## src/hw/rtl/spsm_ram.sv

```systemverilog
module spsm_ram #(
	parameter int WIDTH = 8,
	parameter int DEPTH = 16
) (
	input  logic                     clk,
	input  logic                     we,
	input  logic [$clog2(DEPTH)-1:0] waddr,
	input  logic [WIDTH-1:0]         wdata,
	input  logic                     re,
	input  logic [$clog2(DEPTH)-1:0] raddr,
	output logic [WIDTH-1:0]         rdata
);

	logic [WIDTH-1:0] mem [DEPTH];

	// Single write port, registered read port
	always_ff @(posedge clk) begin
		if (we) begin
			mem[waddr] <= wdata;
		end
		if (re) begin
			rdata <= mem[raddr];
		end
	end

endmodule

```

## config.mk

```make
export PLATFORM = sky130hd
export DESIGN_NAME = spsm_ram
export DESIGN_NICKNAME = d
export VERILOG_FILES = /design/src/hw/rtl/spsm_ram.sv
export SDC_FILE = /design/constraint.sdc
export NUM_CORES = 1
export LEC_CHECK = 0
export BUFFER_PORTS_ARGS = -buffer_cell sky130_fd_sc_hd__buf_2
export CORE_MARGIN = 2
export CORE_UTILIZATION = 60
export CTS_CLUSTER_SIZE = 24
export DETAILED_ROUTE_END_ITERATION = 6
export GPL_ROUTABILITY_DRIVEN = 1
export PLACE_DENSITY = 0.86
export SLEW_MARGIN = 0
export SYNTH_ARGS = -nofsm -noshare
export SYNTH_HDL_FRONTEND = slang
export SYNTH_SLANG_ARGS = --single-unit
```

## constraint.sdc

```tcl
create_clock -name clk -period 3.15 [get_ports clk]
set_clock_uncertainty 0.2 [all_clocks]
set_input_delay 0.63 -clock clk [delete_from_list [all_inputs] [get_ports clk]]
set_output_delay 0.63 -clock clk [all_outputs]
set_load 0.01 [all_outputs]
```

==> run metrics, run 1 <==
status completed; crit-path leading delay family multiplexers; vias in the first global route 2656; setup tns final 0 ns; Layout Nets between 200 and 300; post-route ant nets 0; CTS tree yes; Ant. Diodes 0; TritonRoute pass-1 iters 5; Pwr per Cell Area between 700 and 800 mW/mm^2; Die Wd just under 100 um; slowest CP cell mux4_1; total power approximately 4.4 mW; Die Area around 0.0095 sq mm; Initial Util between 60% and 70%; leading area contributor after synthesis edfxtp_1; final setup fails 0; placed cell area ~0.0055 sq mm; crit end category register; syn_area_per_cell about 23 sq um; core area ~0.0086 sq mm; Crit path required time 3.21 ns; VDD IR max around 0.48 mV; crit path launch type input pin; Core Rows 34; vias after detailed routing between 2000 and 3000; DR vias/cell around 6.4; DIE HEIGHT slightly below 100 um; relative slew slack approximately 43%; Final Critical Period approximately 1.9 ns; clk sink count approximately 140; H-tree depth 4; Synth Instances roughly 230; Crit Path Max Fanout 32; Root Buffer clkbuf_8; DRT iter0 DRCs 326; GRT overflow 0; final worst slack 1.22 ns; RSZ-0062 raised after global routing no; largest net degree at the start of global routing 33; Syn Nets between 200 and 250; Synth area leaders edfxtp_1, mux4_2, mux4_1; Max clock buf depth 2; CTS buffer count 17; postcts setup bufs 0; library cells used by synthesis 18; Pins Over Slew Limit 0; initial antenna violation count 0; Worst path depth 5; post-DP HPWL about 6300 um; Total Wirelength about 11000 um; layout cells sized above 1 31.3%; Min-Delay Path Class input pin to register; CTS clk-pin slew, worst paths ~0.060 ns; first-pass GRT wire length approximately 17000 um; Placer Congestion 0.755; layout overhead on the synthesized area 17.9%; Pleak approximately 2.1 nW; flops & latches, synth approximately 140; # DRC 0; Mapped Area about 0.0052 sq mm; fraction of the yosys area taken by sequential cells between 70% and 80%; Hold Path Depth 1; Syn. warnings 0; post-route design area between 0.006 and 0.007 sq mm; I/O pin count 27; Final period util around 61%; GR Util All Layers 25.5%; later-pin clock latency in the skew report ~0.53 ns; Hold Vio Cnt, Final 0; Max-Cap Viols 0; maximum clock rate between 0.5 and 0.6 GHz; Post-CTS Hold Fix Bufs 0; crit path cell chain buf_2 > buf_12 > mux4_1 > a22oi_1 > nand2_1; Yosys top cell area share 78.1%; FF-to-FF path depth 3; dpl ws 0.699 ns; critical path type input pin to register; CP arrival around 2.0 ns; Port Buffers 26; post-CTS sizing 0; worst-margin pin slew 0.852 ns; CP bufs+invs 2; drt wl/cell between 20 and 30 um; slowest stage delay, CP around 0.60 ns; # fillers ~480
## registers in the layout (all words and copies together), names as in the netlist
register	cells
rdata	8
mem	128
## synth_stat cells
master and number:
buf_4 1, clkdlybuf4s25_2 3, mux4_1 14, nor3_1 4, mux4_2 18, and2b_1 1, and2_1 1, edfxtp_1 136
buf_6 3, nor2b_1 1, a22oi_1 16, nor2_1 13, or3b_2 1, nand3b_1 2, buf_2 3, nand3_1 1
nand2b_1 2, nand2_1 9
## path summary, 6_finish.rpt
path	startpoint	endpoint	slack (ns)
setup / recovery	raddr[0]	rdata[3]	1.22
hold / removal	re	rdata[4]	0.26
setup reg to reg	mem[9][3]	rdata[3]	1.39
hold reg to reg	mem[15][6]	rdata[6]	0.57
## layout by cell type, fill, tap and decap left out, drive strengths merged
| master | count |
|---|---|
| bufinv | 5 |
| nor2b | 1 |
| inv | 1 |
| a22oi | 16 |
| nand3b | 2 |
| nand2b | 2 |
| nand3 | 1 |
| edfxtp | 136 |
| nand2 | 9 |
| clkbuf | 17 |
| or3b | 1 |
| and2 | 1 |
| and2b | 1 |
| buf | 40 |
| clkinvlp | 3 |
| mux4 | 32 |
| nor3 | 4 |
| clkinv | 6 |
| nor2 | 13 |
## cell type report
cell class	count	area [sq um]	area share, %
clock inverter	15	226	3.67
multi-input combinational	83	1060	17.2
tap	108	135	2.19
clock buffer	17	414	6.72
timing repair buffer	40	248	4.02
sequential	136	4080	66.2
## report_power, final
| part | internal (mW) | leakage, nW | total, mW | switching [mW] |
|---|---|---|---|---|
| Clock | 1.37 | 0.304 | 2.14 | 0.767 |
| Sequential | 2.04 | 1.24 | 2.05 | 0.0122 |
| Combinational | 0.0767 | 0.551 | 0.187 | 0.111 |
## kinds of logic after synthesis
group / Yosys count / share of synthesized area, %
AND/OR/NAND/NOR: 35 / 3.14
buffers and inverters: 10 / 1.65
AO/OA/AOI/OAI: 16 / 2.30
multiplexers: 32 / 14.8
flip-flops: 136 / 78.1
## metal layers
layer  routed length [um]  GRT usage [%]  vias to the layer above
met3                  810           8.35                       12
li1                     -              -                     1081
met5                    0              0                        -
met4                  153           9.83                        0
met2                 5510           38.8                      135
met1                 4430           35.1                     1329
## per-stage QoR
step / cells / hold WS, ns / util, %
6_report: 399 / 0.258 / 71.7
4_1_cts: 399 / 0.257 / 71.7
5_1_grt: 399 / 0.250 / 71.7
2_1_floorplan: 229 / 0.505 / -
3_3_place_gp: 367 / 0.525 / 64.3
3_5_place_dp: 367 / 0.542 / 64.3
## worst register-to-register path, delay by kind of cell (launching register included)
family	cells	cell delay (ns)
DFF	1	0.38
AOI/OAI and AO/OA	1	0.27
and+or+nand+nor	1	0.11
muxes	1	0.53
Note: power is estimated with default switching activity, not from simulation.
==> run 2: changes to the inputs <==
==> constraint.sdc (replaced) <==
create_clock -name clk -period 1.9 [get_ports clk]
set_clock_uncertainty 0.2 [all_clocks]
set_input_delay 0.38 -clock clk [delete_from_list [all_inputs] [get_ports clk]]
set_output_delay 0.38 -clock clk [all_outputs]
set_load 0.01 [all_outputs]
==> run metrics, run 2 (same netlist as run 1, synthesis figures left out) <==
status completed; Die Wd 97.3 um; Placer Congestion 0.747; Max-Cap Viols 0; post-route ant nets 0; dpl ws -0.212 ns; Pleak around 2.1 nW; commonest cells after routing, fill and taps aside edfxtp_1, buf_2, buf_4; CTS tree yes; I/O pin count 27; Layout Nets 309; crit-path leading delay family multiplexers; Root Buffer clkbuf_8; Pwr per Cell Area between 1000 and 1500 mW/mm^2; # DRC 0; post-DP HPWL 6320 um; H-tree depth 4; Ant. Diodes 0; Die Area between 0.009 and 0.01 sq mm; register name with the most flops mem; DR vias/cell between 6 and 7; vias after detailed routing 2566; CTS clk-pin slew, worst paths 0.06 ns; DIE HEIGHT 97.3 um; layout cells sized above 1 between 30% and 40%; maximum clock rate 0.572 GHz; largest net degree at the start of global routing 18; vias in the first global route 2713; Hold Vio Cnt, Final 0; slowest CP cell mux4_1; Crit path required time about 2.0 ns; crit end category register; Core Rows 34; postcts setup bufs 0; worst-margin pin slew between 0.5 and 0.6 ns; layout overhead on the synthesized area 18.8%; biggest regs mem (128), rdata (8); CP bufs+invs 0; Worst Setup SP mem[2][2]; hold_sp re; crit path launch type register; Port Buffers 26; final worst slack 0.151 ns; max reg flops ~130; Initial Util about three fifths; RSZ-0062 raised after global routing no; Total Wirelength ~10000 um; setup tns final 0 ns; post-CTS sizing 0; Max clock buf depth 2; initial antenna violation count 0; relative slew slack roughly three fifths; CTS buffer count 17; slowest stage delay, CP 0.49 ns; Post-CTS Hold Fix Bufs 0; clk sink count roughly 140; crit path cell chain mux4_1 > a22oi_1 > nand2_1; first-pass GRT wire length around 16000 um; core area 0.00859 sq mm; R2R Path Start mem[2][2]; Final period util 92.0%; DRT iter0 DRCs approximately 290; final setup fails 0; VDD IR max 0.729 mV; Min-Delay Path Class input pin to register; CP arrival 1.81 ns; Crit Path Max Fanout 1; GR Util All Layers 23.7%; later-pin clock latency in the skew report 0.53 ns; most common cell after layout, fill and taps aside edfxtp_1; GRT overflow 0; drt wl/cell between 20 and 30 um; critical path type register to register; Final Critical Period between 1.5 and 2 ns; TritonRoute pass-1 iters 5; Pins Over Slew Limit 0
==> run 2: cell types whose count changed in the layout (fill, tap and decap cells not counted), moves of 2 or more <==
cell	delta
clkinvlp_4	-2
clkinv_1	+2
buf_4	+9
clkinv_2	+2
clkinv_4	-3
bufinv_16	-2
buf_12	+3
==> run 2: area by class of cell <==
class | instances | area (sq um)
Sequential cell | 136 | 4080
Fill cell | 479 | 2380
Multi-Input combinational cell | 83 | 1060
Clock buffer | 18 | 418
Timing Repair Buffer | 52 | 375
Tap cell | 108 | 135
Clock inverter | 11 | 134
==> run 2: path summary, 6_finish.rpt <==
| check | endpoint | slack (ns) | depth (start not counted) |
|---|---|---|---|
| max | rdata[2] | 0.15 | 3 |
| max reg2reg | rdata[2] | 0.15 | 3 |
| min reg2reg | rdata[4] | 0.56 | 3 |
| min | rdata[1] | 0.02 | 1 |
==> run 2: through the flow <==
| stage | area (sq um) | total power [mW] | hold slack [ns] | std cells | utilization (%) |
|---|---|---|---|---|---|
| 5_1_grt | 6210 | 6.99 | 0.00771 | 408 | 72.2 |
| 4_1_cts | 6210 | 6.85 | 0.00637 | 408 | 72.2 |
| 6_report | 6210 | 6.81 | 0.0247 | 408 | 72.2 |
| 2_1_floorplan | 5230 | 3.63 | 0.279 | 229 | - |
| 3_3_place_gp | 5660 | 3.77 | 0.521 | 379 | 65.8 |
| 3_5_place_dp | 5660 | 3.79 | 0.543 | 379 | 65.8 |
==> run 2: where the power goes <==
| part | switching, mW | total, mW | internal, mW |
|---|---|---|---|
| Clock | 1.12 | 3.08 | 1.95 |
| Sequential | 0.0211 | 3.40 | 3.38 |
| Combinational | 0.183 | 0.330 | 0.147 |
==> run 2: metal layers <==
layer / wire, um / global-route usage [%] / part of all wire, % / vias up
met2: 5250 / 37.0 / 51 / 142
met5: 0 / 0 / 0 / -
met3: 836 / 7.41 / 8.1 / 20
met1: 4010 / 31.6 / 39 / 1303
met4: 235 / 9.72 / 2.3 / 0
li1: - / - / - / 1101
==> run 2: worst register-to-register path, delay by kind of cell (launching register included) <==
family | cells | cell delay (ns)
multiplexers | 1 | 0.49
AND/OR/NAND/NOR | 1 | 0.11
AO/OA/AOI/OAI | 1 | 0.30
flip-flops | 1 | 0.39
==> run 3: changes to the inputs <==
--- a/config.mk
+++ b/config.mk
@@ -11,7 +11,8 @@
 export CTS_CLUSTER_SIZE = 24
 export DETAILED_ROUTE_END_ITERATION = 6
 export GPL_ROUTABILITY_DRIVEN = 1
-export PLACE_DENSITY = 0.86
+export PLACE_DENSITY_LB_ADDON = 0.2
+export RECOVER_POWER = 25
 export SLEW_MARGIN = 0
 export SYNTH_ARGS = -nofsm -noshare
 export SYNTH_HDL_FRONTEND = slang
==> run metrics, run 3 (same netlist as run 1, synthesis figures left out) <==
status completed; CTS tree yes; Min-Delay Path Class input pin to register; later-pin clock latency in the skew report 0.52 ns; Final Critical Period ~1.8 ns; RSZ-0062 raised after global routing no; crit path launch type register; Port Buffers 26; FF-to-FF path depth 4; Pwr per Cell Area 1080 mW/mm^2; # DRC 0; slowest stage delay, CP 0.46 ns; Core Rows 34; Crit Path Max Fanout 1; layout overhead on the synthesized area 18.5%; GRT overflow 0; Die Wd ~97 um; Ant. Diodes 0; post-DP HPWL roughly 6300 um; CP bufs+invs 1; Root Buffer clkbuf_8; vias after detailed routing 2507; Worst path depth 4; Initial Util between 60% and 70%; post-route ant nets 0; Die Area 0.00948 sq mm; slowest CP cell mux4_2; layout cells sized above 1 32.0%; Finished Layout Cells 411; Layout Utilization a little over 70%; relative slew slack between 40% and 50%; Crit path required time just under 2 ns; Max-Cap Viols 0; post-route design area 0.00619 sq mm; register name with the most flops mem; Final period util between 90% and 100%; largest net degree at the start of global routing 19; GR Util All Layers 23.4%; Pins Over Slew Limit 0; Hold Path Depth 1; commonest cells after routing, fill and taps aside edfxtp_1, buf_4, buf_2; Placer Congestion slightly above 0.7; Layout Nets between 300 and 400; final worst slack ~0.12 ns; post-CTS sizing 0; crit-path leading delay family multiplexers; maximum clock rate approximately 0.56 GHz; DRT iter0 DRCs about 340; drt wl/cell around 24 um; DR vias/cell around 6; most common cell after layout, fill and taps aside edfxtp_1; dpl ws -0.257 ns; max reg flops about 130; # fillers around 520; initial antenna violation count 0; CTS buffer count 17; postcts setup bufs 0; core area around 0.0086 sq mm; Hold Vio Cnt, Final 0; Post-CTS Hold Fix Bufs 0; final setup fails 0; Total Wirelength around 10000 um; dpl cells 379; crit end category register; first-pass GRT wire length 15600 um; placed cell area approximately 0.0057 sq mm; Max clock buf depth 2; Pleak roughly 2.1 nW; H-tree depth 4; I/O pin count 27; critical path type register to register; worst-margin pin slew 0.782 ns; DIE HEIGHT between 90 and 100 um; CTS clk-pin slew, worst paths 0.06 ns; clk sink count roughly 140; VDD IR max approximately 0.74 mV; crit path cell chain mux4_2 > a22oi_1 > buf_4 > nand2_1; biggest regs mem (128), rdata (8); total power about 6.7 mW; vias in the first global route between 2000 and 3000; CP arrival ~1.9 ns; TritonRoute pass-1 iters 4
## run 3: cell type report
class,instances,area [sq um],area share (%)
Sequential cell,136,4080,66.0
Tap cell,108,135,2.18
Clock buffer,18,418,6.75
Multi-Input combinational cell,83,1060,17.2
Timing Repair Buffer,52,369,5.96
Clock inverter,14,124,2.00
## run 3: worst paths after layout
check                                 to  startpoint  slack (ns)
worst min register to register  rdata[5]   mem[8][5]        0.55
worst min-delay path            rdata[2]          re        0.04
worst max-delay path            rdata[7]   mem[2][7]        0.12
worst max register to register  rdata[7]   mem[2][7]        0.12
## run 3: routing by layer
metal	share of wire (%)	vias to the layer above	global-route usage (%)
met5	0	-	0
met4	1.7	0	10.4
met3	7.3	15	6.26
met2	49	114	35.7
met1	42	1275	32.8
li1	-	1103	-
## run 3: worst reg2reg max path, cell delays in order (launching register included)
cell and delay (ns):
edfxtp_1 0.36, mux4_2 0.46, a22oi_1 0.29, buf_4 0.17, nand2_1 0.05
## run 3: stage by stage
step	setup TNS (ns)	hold slack (ns)
global route	0	0.0247
detailed placement	-1.52	0.535
finish	0	0.0374
global placement	-1.41	0.524
floorplan	0	0.279
CTS	0	0.0250
## run 3: report_power, final
part           internal (mW)  switching (mW)
Combinational          0.144           0.184
Clock                   1.74            1.24
Sequential              3.38          0.0187
Total                   5.27            1.44
