**src/hw/rtl/spsm_pkg.sv**
```systemverilog
package spsm_pkg;

	// Page geometry
	localparam int PAGE_BYTES          = 4096;
	localparam int HEADER_BYTES        = 16;
	localparam int SLOT_ENTRY_BYTES    = 8;
	localparam int LENGTH_PREFIX_BYTES = 4;

	// Directory size and derived widths
	localparam int DIR_SLOTS  = (PAGE_BYTES - HEADER_BYTES) / SLOT_ENTRY_BYTES;
	localparam int DIR_AW     = $clog2(DIR_SLOTS);
	localparam int CNT_W      = $clog2(DIR_SLOTS + 1);
	localparam int PTR_W      = $clog2(PAGE_BYTES + 1);

	// Field widths
	localparam int OP_W   = 2;
	localparam int SLOT_W = 10;
	localparam int LEN_W  = 13;
	localparam int OFS_W  = 12;
	localparam int STAT_W = 2;

	// Space arithmetic width: covers row length plus prefix and entry
	localparam int NEED_W = ((LEN_W > PTR_W) ? LEN_W : PTR_W) + 1;
	// Slot compare width
	localparam int SCMP_W = (CNT_W > SLOT_W) ? CNT_W : SLOT_W;

	// Deleted-flag store: words of flags plus one summary bit per word
	localparam int FLAG_W     = 32;
	localparam int BIT_W      = $clog2(FLAG_W);
	localparam int FLAG_WORDS = (DIR_SLOTS + FLAG_W - 1) / FLAG_W;
	localparam int FLAG_AW    = (FLAG_WORDS > 1) ? $clog2(FLAG_WORDS) : 1;

	// Directory entry: data offset over row length
	localparam int ENT_W = OFS_W + LEN_W;

	typedef enum logic [OP_W-1:0] {
		OP_INSERT = 2'd0,
		OP_DELETE = 2'd1,
		OP_READ   = 2'd2,
		OP_INIT   = 2'd3
	} op_t;

	typedef enum logic [STAT_W-1:0] {
		ST_OK       = 2'd0,
		ST_NO_SPACE = 2'd1,
		ST_INVALID  = 2'd2,
		ST_DELETED  = 2'd3
	} status_t;

	// Flag store read request
	typedef struct packed {
		logic               rd;
		logic               search;
		logic [FLAG_AW-1:0] addr;
	} flg_req_t;

	// Flag store write-back
	typedef struct packed {
		logic               we;
		logic               clr;
		logic [FLAG_AW-1:0] addr;
		logic [FLAG_W-1:0]  data;
	} flg_wr_t;

	// Flag store read response
	typedef struct packed {
		logic               live;
		logic [FLAG_AW-1:0] word;
		logic [FLAG_W-1:0]  data;
	} flg_rsp_t;

	// Lowest set bit of a flag word
	function automatic logic [BIT_W-1:0] first_bit(input logic [FLAG_W-1:0] v);
		logic [BIT_W-1:0] idx;
		idx = '0;
		for (int i = FLAG_W - 1; i >= 0; i--) begin
			if (v[i]) begin
				idx = BIT_W'(i);
			end
		end
		return idx;
	endfunction

	// Lowest set bit of the summary vector
	function automatic logic [FLAG_AW-1:0] first_word(input logic [FLAG_WORDS-1:0] v);
		logic [FLAG_AW-1:0] idx;
		idx = '0;
		for (int i = FLAG_WORDS - 1; i >= 0; i--) begin
			if (v[i]) begin
				idx = FLAG_AW'(i);
			end
		end
		return idx;
	endfunction

endpackage

```
**src/hw/rtl/spsm_ram.sv**
```systemverilog
module spsm_ram #(
	parameter int WIDTH = 8,
	parameter int DEPTH = 16
) (
	input  logic                     clk,
	input  logic                     we,
	input  logic [$clog2(DEPTH)-1:0] waddr,
	input  logic [WIDTH-1:0]         wdata,
	input  logic                     re,
	input  logic [$clog2(DEPTH)-1:0] raddr,
	output logic [WIDTH-1:0]         rdata
);

	logic [WIDTH-1:0] mem [DEPTH];

	// Single write port, registered read port
	always_ff @(posedge clk) begin
		if (we) begin
			mem[waddr] <= wdata;
		end
		if (re) begin
			rdata <= mem[raddr];
		end
	end

endmodule

```
**src/hw/rtl/spsm_flags.sv**
```systemverilog
// Deleted-slot flags: one RAM word per 32 slots and a summary register with
// one bit per word. A clear summary bit means the whole word reads as zero,
// so page init only clears the summary.
module spsm_flags (
	input  logic              clk,
	input  logic              arst_n,
	input  spsm_pkg::flg_req_t req,
	input  spsm_pkg::flg_wr_t  wr,
	output spsm_pkg::flg_rsp_t rsp
);

	logic [spsm_pkg::FLAG_WORDS-1:0] summary_q;
	logic [spsm_pkg::FLAG_AW-1:0]    addr_sel;
	logic [spsm_pkg::FLAG_AW-1:0]    word_q;
	logic                            live_q;
	logic [spsm_pkg::FLAG_W-1:0]     ram_rdata;

	// Search picks the lowest word holding a deleted slot
	assign addr_sel = req.search ? spsm_pkg::first_word(summary_q) : req.addr;

	spsm_ram #(
		.WIDTH (spsm_pkg::FLAG_W),
		.DEPTH (spsm_pkg::FLAG_WORDS)
	) u_flag_ram (
		.clk   (clk),
		.we    (wr.we),
		.waddr (wr.addr),
		.wdata (wr.data),
		.re    (req.rd),
		.raddr (addr_sel),
		.rdata (ram_rdata)
	);

	// Summary tracks which words hold any set flag
	always_ff @(posedge clk or negedge arst_n) begin
		if (!arst_n) begin
			summary_q <= '0;
		end else if (wr.clr) begin
			summary_q <= '0;
		end else if (wr.we) begin
			summary_q[wr.addr] <= |wr.data;
		end
	end

	// Read-side tags, aligned with the RAM output
	always_ff @(posedge clk or negedge arst_n) begin
		if (!arst_n) begin
			live_q <= 1'b0;
			word_q <= '0;
		end else if (req.rd) begin
			live_q <= summary_q[addr_sel];
			word_q <= addr_sel;
		end
	end

	assign rsp.live = live_q;
	assign rsp.word = word_q;
	assign rsp.data = live_q ? ram_rdata : '0;

endmodule

```
**config.mk**
```make
export PLATFORM = sky130hd
export DESIGN_NAME = spsm_flags
export DESIGN_NICKNAME = d
export VERILOG_FILES = /design/src/hw/rtl/spsm_pkg.sv /design/src/hw/rtl/spsm_ram.sv /design/src/hw/rtl/spsm_flags.sv
export SDC_FILE = /design/constraint.sdc
export NUM_CORES = 1
export LEC_CHECK = 0
export BUFFER_PORTS_ARGS = -buffer_cell sky130_fd_sc_hd__buf_2
export CORE_MARGIN = 2
export CORE_UTILIZATION = 57
export CTS_BUF_LIST = sky130_fd_sc_hd__clkbuf_4 sky130_fd_sc_hd__clkbuf_8
export CTS_CLUSTER_SIZE = 30
export DETAILED_ROUTE_END_ITERATION = 12
export GPL_TIMING_DRIVEN = 0
export PLACE_DENSITY = 0.74
export SYNTH_ARGS = -nofsm -noshare
export SYNTH_HDL_FRONTEND = slang
export SYNTH_SLANG_ARGS = --single-unit
```
**constraint.sdc**
```tcl
create_clock -name clk -period 3.7 [get_ports clk]
set_clock_uncertainty 0.05 [all_clocks]
set_input_delay 0.185 -clock clk [delete_from_list [all_inputs] [get_ports clk]]
set_output_delay 0.185 -clock clk [all_outputs]
set_load 0.005 [all_outputs]
```
==> results of run 1 <==
==> cell families after synthesis <==
group | after synthesis
mux | 67
buf+inv | 107
simple gates | 419
flops | 565
compound gates | 300
==> cells in the mapped netlist (all sizes together) <==
| cell type | n |
|---|---|
| dfrtp | 21 |
| and3 | 65 |
| a221o | 3 |
| buf | 28 |
| or4 | 34 |
| or2 | 1 |
| o21a | 2 |
| nand4 | 3 |
| o31ai | 65 |
| nand3b | 3 |
| a22oi | 1 |
| a211oi | 177 |
| a311oi | 1 |
| o21bai | 1 |
| nor3 | 39 |
| nor4 | 44 |
| nand2 | 43 |
| edfxtp | 544 |
| mux2i | 65 |
| and2 | 34 |
| or3b | 1 |
| nand3 | 2 |
| o21ai | 4 |
| o22ai | 1 |
| a31o | 1 |
| a221oi | 2 |
| a21o | 1 |
| a31oi | 1 |
| clkbuf | 79 |
| mux2 | 2 |
| nor2b | 8 |
| nand2b | 6 |
| o311a | 1 |
| o41ai | 1 |
| a21oi | 38 |
| nor2 | 136 |
==> worst max-delay path: cells and delay by family, from the launching register on <==
| family | cells | cell delay (ps) |
|---|---|---|
| flops | 1 | 400 |
| simple gates | 5 | 1260 |
| buf+inv | 2 | 1110 |
| compound gates | 2 | 610 |
==> per-layer routing <==
layer  wire (µm)  track usage [%]  up-vias
met5          27                0        -
met3        6752            7.223      110
met2       27670            45.45      937
met4        1680            10.95        4
li1            -                -     6277
met1       23090            40.44     7199
==> how the worst min path moves through the flow <==
stage | to | slack [ps] | cells after the start
after global routing | u_flag_ram.mem[0][16] | 40 | 2
after global placement | live_q | 100 | 1
after floorplan | live_q | -160 | 0
after CTS | word_q[3] | 7 | 5
final | u_flag_ram.mem[3][16] | 30 | 2
after detailed placement | word_q[3] | 120 | 1
==> state kept, by name, summed over array words and instances (netlist names) <==
| name | cells |
|---|---|
| u_flag_ram.mem | 512 |
| live_q | 1 |
| word_q | 4 |
| u_flag_ram.rdata | 32 |
| summary_q | 16 |
==> cell type report <==
class | count | area share [%]
multi-input combinational | 786 | 19.76
clock inverter | 31 | 0.7463
tap | 518 | 2.494
clock buffer | 117 | 5.523
sequential | 565 | 64.89
buffer | 107 | 1.859
timing repair buffer | 142 | 4.733
==> power groups by stage <==
stage | Clock [µW] | Combinational, µW | Sequential [µW]
6_report | 5000 | 1560 | 7290
3_5_place_dp | 0 | 1490 | 7420
3_3_place_gp | 0 | 1420 | 7410
4_1_cts | 5010 | 1530 | 7290
2_1_floorplan | 0 | 812 | 7400
5_1_grt | 5300 | 1660 | 7300
==> what timing repair did <==
action,4_1_cts,5_1_grt
gates resized for setup,4,14
hold buffers,37,0
endpoints found under the hold margin,541,0
endpoints found under the setup margin,19,32
==> through the flow <==
| stage | setup slack, ps | area [µm²] |
|---|---|---|
| floorplan | 181.5 | 22340 |
| global placement | -1790 | 23390 |
| detailed placement | -197.2 | 23960 |
| CTS | 16.00 | 25960 |
| global route | 11.04 | 25990 |
| finish | 113.3 | 25990 |
==> out/qor.yml, run 1 <==
clock_network:
  cts_buffer_depth: 3
  cts_tree: "built"
  cts_htree_levels: 3
  post_cts_buffers: 0
  ctsRootBufferMaster: "clkbuf_8"
  path_clk_slew_ps: 60
  clock-sinks: 565
  clk_latency_ps: 650
  cts_buffers: 86
sta:
  rsz0062_at_grt: "no"
  slew_headroom_pct: 28.64
  finalSetupViolCount: 0
  hold_viol_final: 0
  fin_crit_ps: 3587
  slew_viol_final: 0
  fin_crit_sh_pct: 96.94
  tightest_slew_ps: 1070
  fin_tns_setup_ps: 0
  fmax_ghz: 0.2788
  holdWs_ps: 32.92
pwr:
  p_leak_uw: 0.008921
  power_density_nw_per_um2: 532.6
  seqPwrFrac_pct: 52.6
  total_power_uw: 13840
  switching_share_pct: 25.17
  p_int_uw: 10360
  p_comb_share_pct: 11.3
  switchingPower_uw: 3485
  p_clk_share_pct: 36.1
  peakVddDrop_mv: 0.5317
status:
  status: "complete, no violations"
setup_path:
  critPathLaunchType: "flip-flop"
  worst-r2r-setup-slack_ps: 110
  endpoint_kind: "flip-flop"
  critical_path_required_ps: 4170
  worst-path-max-fanout: 10
  crit_type: "reg -> reg"
  timing.rr.end: "u_flag_ram.rdata[15]"
  critical_path.startpoint: "summary_q[4]"
  cp_cell_sequence: "nand2b_1 -> or4_4 -> a31o_1 -> nand4_1 -> clkbuf_2 -> buf_1 -> nor2_1 -> a211oi_1 -> or4_1"
  worst-r2r-cell-count: 9
  cpMaxStageDelayCell: "buf_1"
  worstPathArrival_ps: 4060
  crit_end: "u_flag_ram.rdata[15]"
  critPathMaxStageDelay_ps: 680
  r2r-start: "summary_q[4]"
logic_synthesis:
  synthCells: 1458
  synth-simple-area-share_pct: 9.733
  synth_top_cell_by_area: "edfxtp_1"
  synth_nets: 1504
  synth-seq-area-share_pct: 75.47
  synth_top_cell_area_share_pct: 73.12
  netlist_area_um2: 22340
  synth_cell_types: 41
  synth.yosys.warnings: 0
  synthAdderAreaFrac_pct: 0
  synth_compound_area_share_pct: 9.672
  ys_ff_latch: 565
  synth.mux.area_fraction_pct: 3.013
  synth_area_per_cell_um2: 15.32
  synth_xor_area_share_pct: 0
  synthTopCellsByArea: "edfxtp_1, a211oi_1, mux2i_1"
  synth_top_family_by_area: "simple AND/OR/NAND/NOR gates"
final_layout:
  layout_commonest_cell: "edfxtp_1"
  final_cell_mix: "edfxtp_1, a211oi_1, nor2_1"
  multi_input_area_um2: 5135
  regArea_um2: 16860
  fin_nets: 1734
  area_growth_pct: 16.31
  postLayoutCoreUtil_pct: 67.24
  diodes: 0
  drive_gt1_share_pct: 16.65
  fillers: 2560
  stdcell_count: 2266
route:
  vias: 14530
  wl_per_cell_um: 26.13
  firstDrtPassIters: 6
  drc: 0
  drtIter0Drc: 1782
  drt_wl_total_um: 59220
  antenna_left: 0
  viasPerCell: 6.411
grt:
  grt-ovfl-total: 0
  grt_usage_pct: 29.23
  grt_pass1_vias: 14590
  antenna_found_initial: 2
  grt_pass1_wl_um: 88430
  grt_max_degree: 34
floorplanning:
  initial_core_util_pct: 57.81
  ios: 83
  core-area_um2: 38650
  die_x_um: 202.0
  fp.dieH_um: 202.0
  row_count: 72
  dieArea_um2: 40800
flow_run:
  maxCapViolCount: 0
place:
  gp_congestion: 0.8509
  io_buffers: 81
  hpwlAfterDp_um: 37690
  dp.cells: 2081
worst_hold_path:
  hp-class: "in -> reg"
  min_from: "wr[34]"
Power figures use the tool's default switching activity.
==> inputs of run 2 (changes only) <==
--- a/config.mk
+++ b/config.mk
@@ -6,7 +6,6 @@
 export NUM_CORES = 1
 export LEC_CHECK = 0
 export BUFFER_PORTS_ARGS = -buffer_cell sky130_fd_sc_hd__buf_2
-export CORE_MARGIN = 2
 export CORE_UTILIZATION = 57
 export CTS_BUF_LIST = sky130_fd_sc_hd__clkbuf_4 sky130_fd_sc_hd__clkbuf_8
 export CTS_CLUSTER_SIZE = 30
==> run 2 against run 1 <==
Effect of this change: flip-flop and latch count unchanged; cell area up 1.2%; hold slack better by 53 ps; sequential power about the same; first-iteration DRC count up 2.2%; routed wire length about the same; non-clock buffer count unchanged; sequential share of layout area down 0.77 points; die area down 2.0%; highest routed layer is now met4.
==> out/qor.yml, run 2 (synthesis gave the netlist of run 1 again) <==
final_layout:
  final_area_um2: 26300
  area_growth_pct: 17.71
  layout_commonest_cell: "edfxtp_1"
  fin_nets: 1735
  regMostFlops: "u_flag_ram.mem"
  final_cell_mix: "edfxtp_1, a211oi_1, nor2_1"
  largest_reg_flops: 512
  postLayoutCoreUtil_pct: 68.05
  reg_top3: "u_flag_ram.mem (512), u_flag_ram.rdata (32), summary_q (16)"
  drive_gt1_share_pct: 17.57
setup_path:
  critPathLaunchType: "flip-flop"
  critical_path_required_ps: 4140
  worstPathArrival_ps: 4080
  endpoint_kind: "flip-flop"
  worst-path-max-fanout: 10
  crit_type: "reg -> reg"
floorplanning:
  dieArea_um2: 39990
  initial_core_util_pct: 57.81
  ios: 83
  fp.dieH_um: 200.0
  core-area_um2: 38650
  die_x_um: 200.0
  row_count: 72
clock_network:
  post_cts_buffers: 0
  cts_tree: "built"
  clock-sinks: 565
  cts_buffers: 87
  path_clk_slew_ps: 70
  ctsRootBufferMaster: "clkbuf_8"
  clk_latency_ps: 640
  cts_buffer_depth: 3
  cts_htree_levels: 3
sta:
  fmax_ghz: 0.2746
  fin_crit_ps: 3641
  slew_viol_final: 0
  holdWs_ps: 86.40
  tightest_slew_ps: 1051
  finalSetupViolCount: 0
  slew_headroom_pct: 29.90
  rsz0062_at_grt: "no"
  fin_crit_sh_pct: 98.42
  hold_viol_final: 0
status:
  status: "complete, no violations"
place:
  gp_congestion: 0.8699
  io_buffers: 81
  hpwlAfterDp_um: 37630
  place_area_um2: 23940
route:
  firstDrtPassIters: 5
  drc: 0
  wl_per_cell_um: 26.00
  viasPerCell: 6.450
  drtIter0Drc: 1822
  drt_wl_total_um: 59220
  vias: 14690
  antenna_left: 0
grt:
  grt_usage_pct: 30.50
  grt_pass1_vias: 14420
  antenna_found_initial: 0
  grt-ovfl-total: 0
  grt_max_degree: 34
  grt_pass1_wl_um: 87990
flow_run:
  maxCapViolCount: 0
pwr:
  power_density_nw_per_um2: 557.1
  peakVddDrop_mv: 0.4515
  total_power_uw: 14650
  p_leak_uw: 0.009089
worst_hold_path:
  hp-class: "in -> reg"
-- run 2: changes by cell type in the layout (fill, tap and decap cells not counted), sizes merged --
| cell | change |
|---|---|
| diode | +1 |
| clkinvlp | -2 |
| buf | +1 |
| clkbuf | +2 |
| inv | +1 |
| bufinv | +9 |
-- run 2: routing by layer --
layer / track usage [%] / up-vias / wire (µm)
met2: 47.98 / 966 / 27960
met3: 5.948 / 156 / 6173
li1: - / 6294 / -
met1: 41.61 / 7277 / 22790
met5: 0 / - / 0
met4: 13.94 / 0 / 2293
-- run 2: critical path, stage by stage, from the launching register on --
cell and delay, ps:
dfrtp_1 410, nand2b_1 190, or4_4 510, a31o_1 290
nand4_1 280, clkbuf_2 440, buf_1 580, nor2_1 100
nor4_1 420, or4_1 210
-- run 2: final cells by class --
type | count | area, µm²
timing repair buffer | 142 | 1207
antenna | 1 | 2.502
clock buffer | 120 | 1495
clock inverter | 39 | 467.9
multi-input combinational | 786 | 5130
sequential | 565 | 16860
buffer | 107 | 485.5
tap | 518 | 648.1
fill | 2559 | 12350
-- run 2: per-stage QoR --
step / std cells / setup TNS, ps / setup slack (ps)
2_1_floorplan: 1458 / 0 / 181.5
3_3_place_gp: 2057 / -239240 / -1677
3_5_place_dp: 2081 / -2254 / -266.4
4_1_cts: 2277 / 0 / 36.52
5_1_grt: 2277 / 0 / 12.50
6_report: 2278 / 0 / 58.58
-- run 2: repair_timing --
action / 4_1_cts / 5_1_grt
gates cloned: 0 / 0
gates resized for setup: 4 / 19
endpoints found under the setup margin: 11 / 32
hold endpoints to repair: 544 / 0
hold buffers: 37 / 0
-- run 2: path summary, 6_finish.rpt --
check / from / endpoint / slack [ps] / cells after the start
max: summary_q[4] / u_flag_ram.rdata[26] / 60 / 9
min: req[3] / word_q[3] / 90 / 5
max reg2reg: summary_q[4] / u_flag_ram.rdata[26] / 60 / 9
min reg2reg: word_q[3] / word_q[3] / 440 / 1
max in group asynchronous: arst_n / summary_q[5] / 2280 / 3
min in group asynchronous: arst_n / word_q[3] / 730 / 3
-- run 2: where the power goes --
part / internal (µW) / switching, µW
Clock: 3400 / 2410
Sequential: 7230 / 54.8
Combinational: 487 / 1070
Total: 11100 / 3540
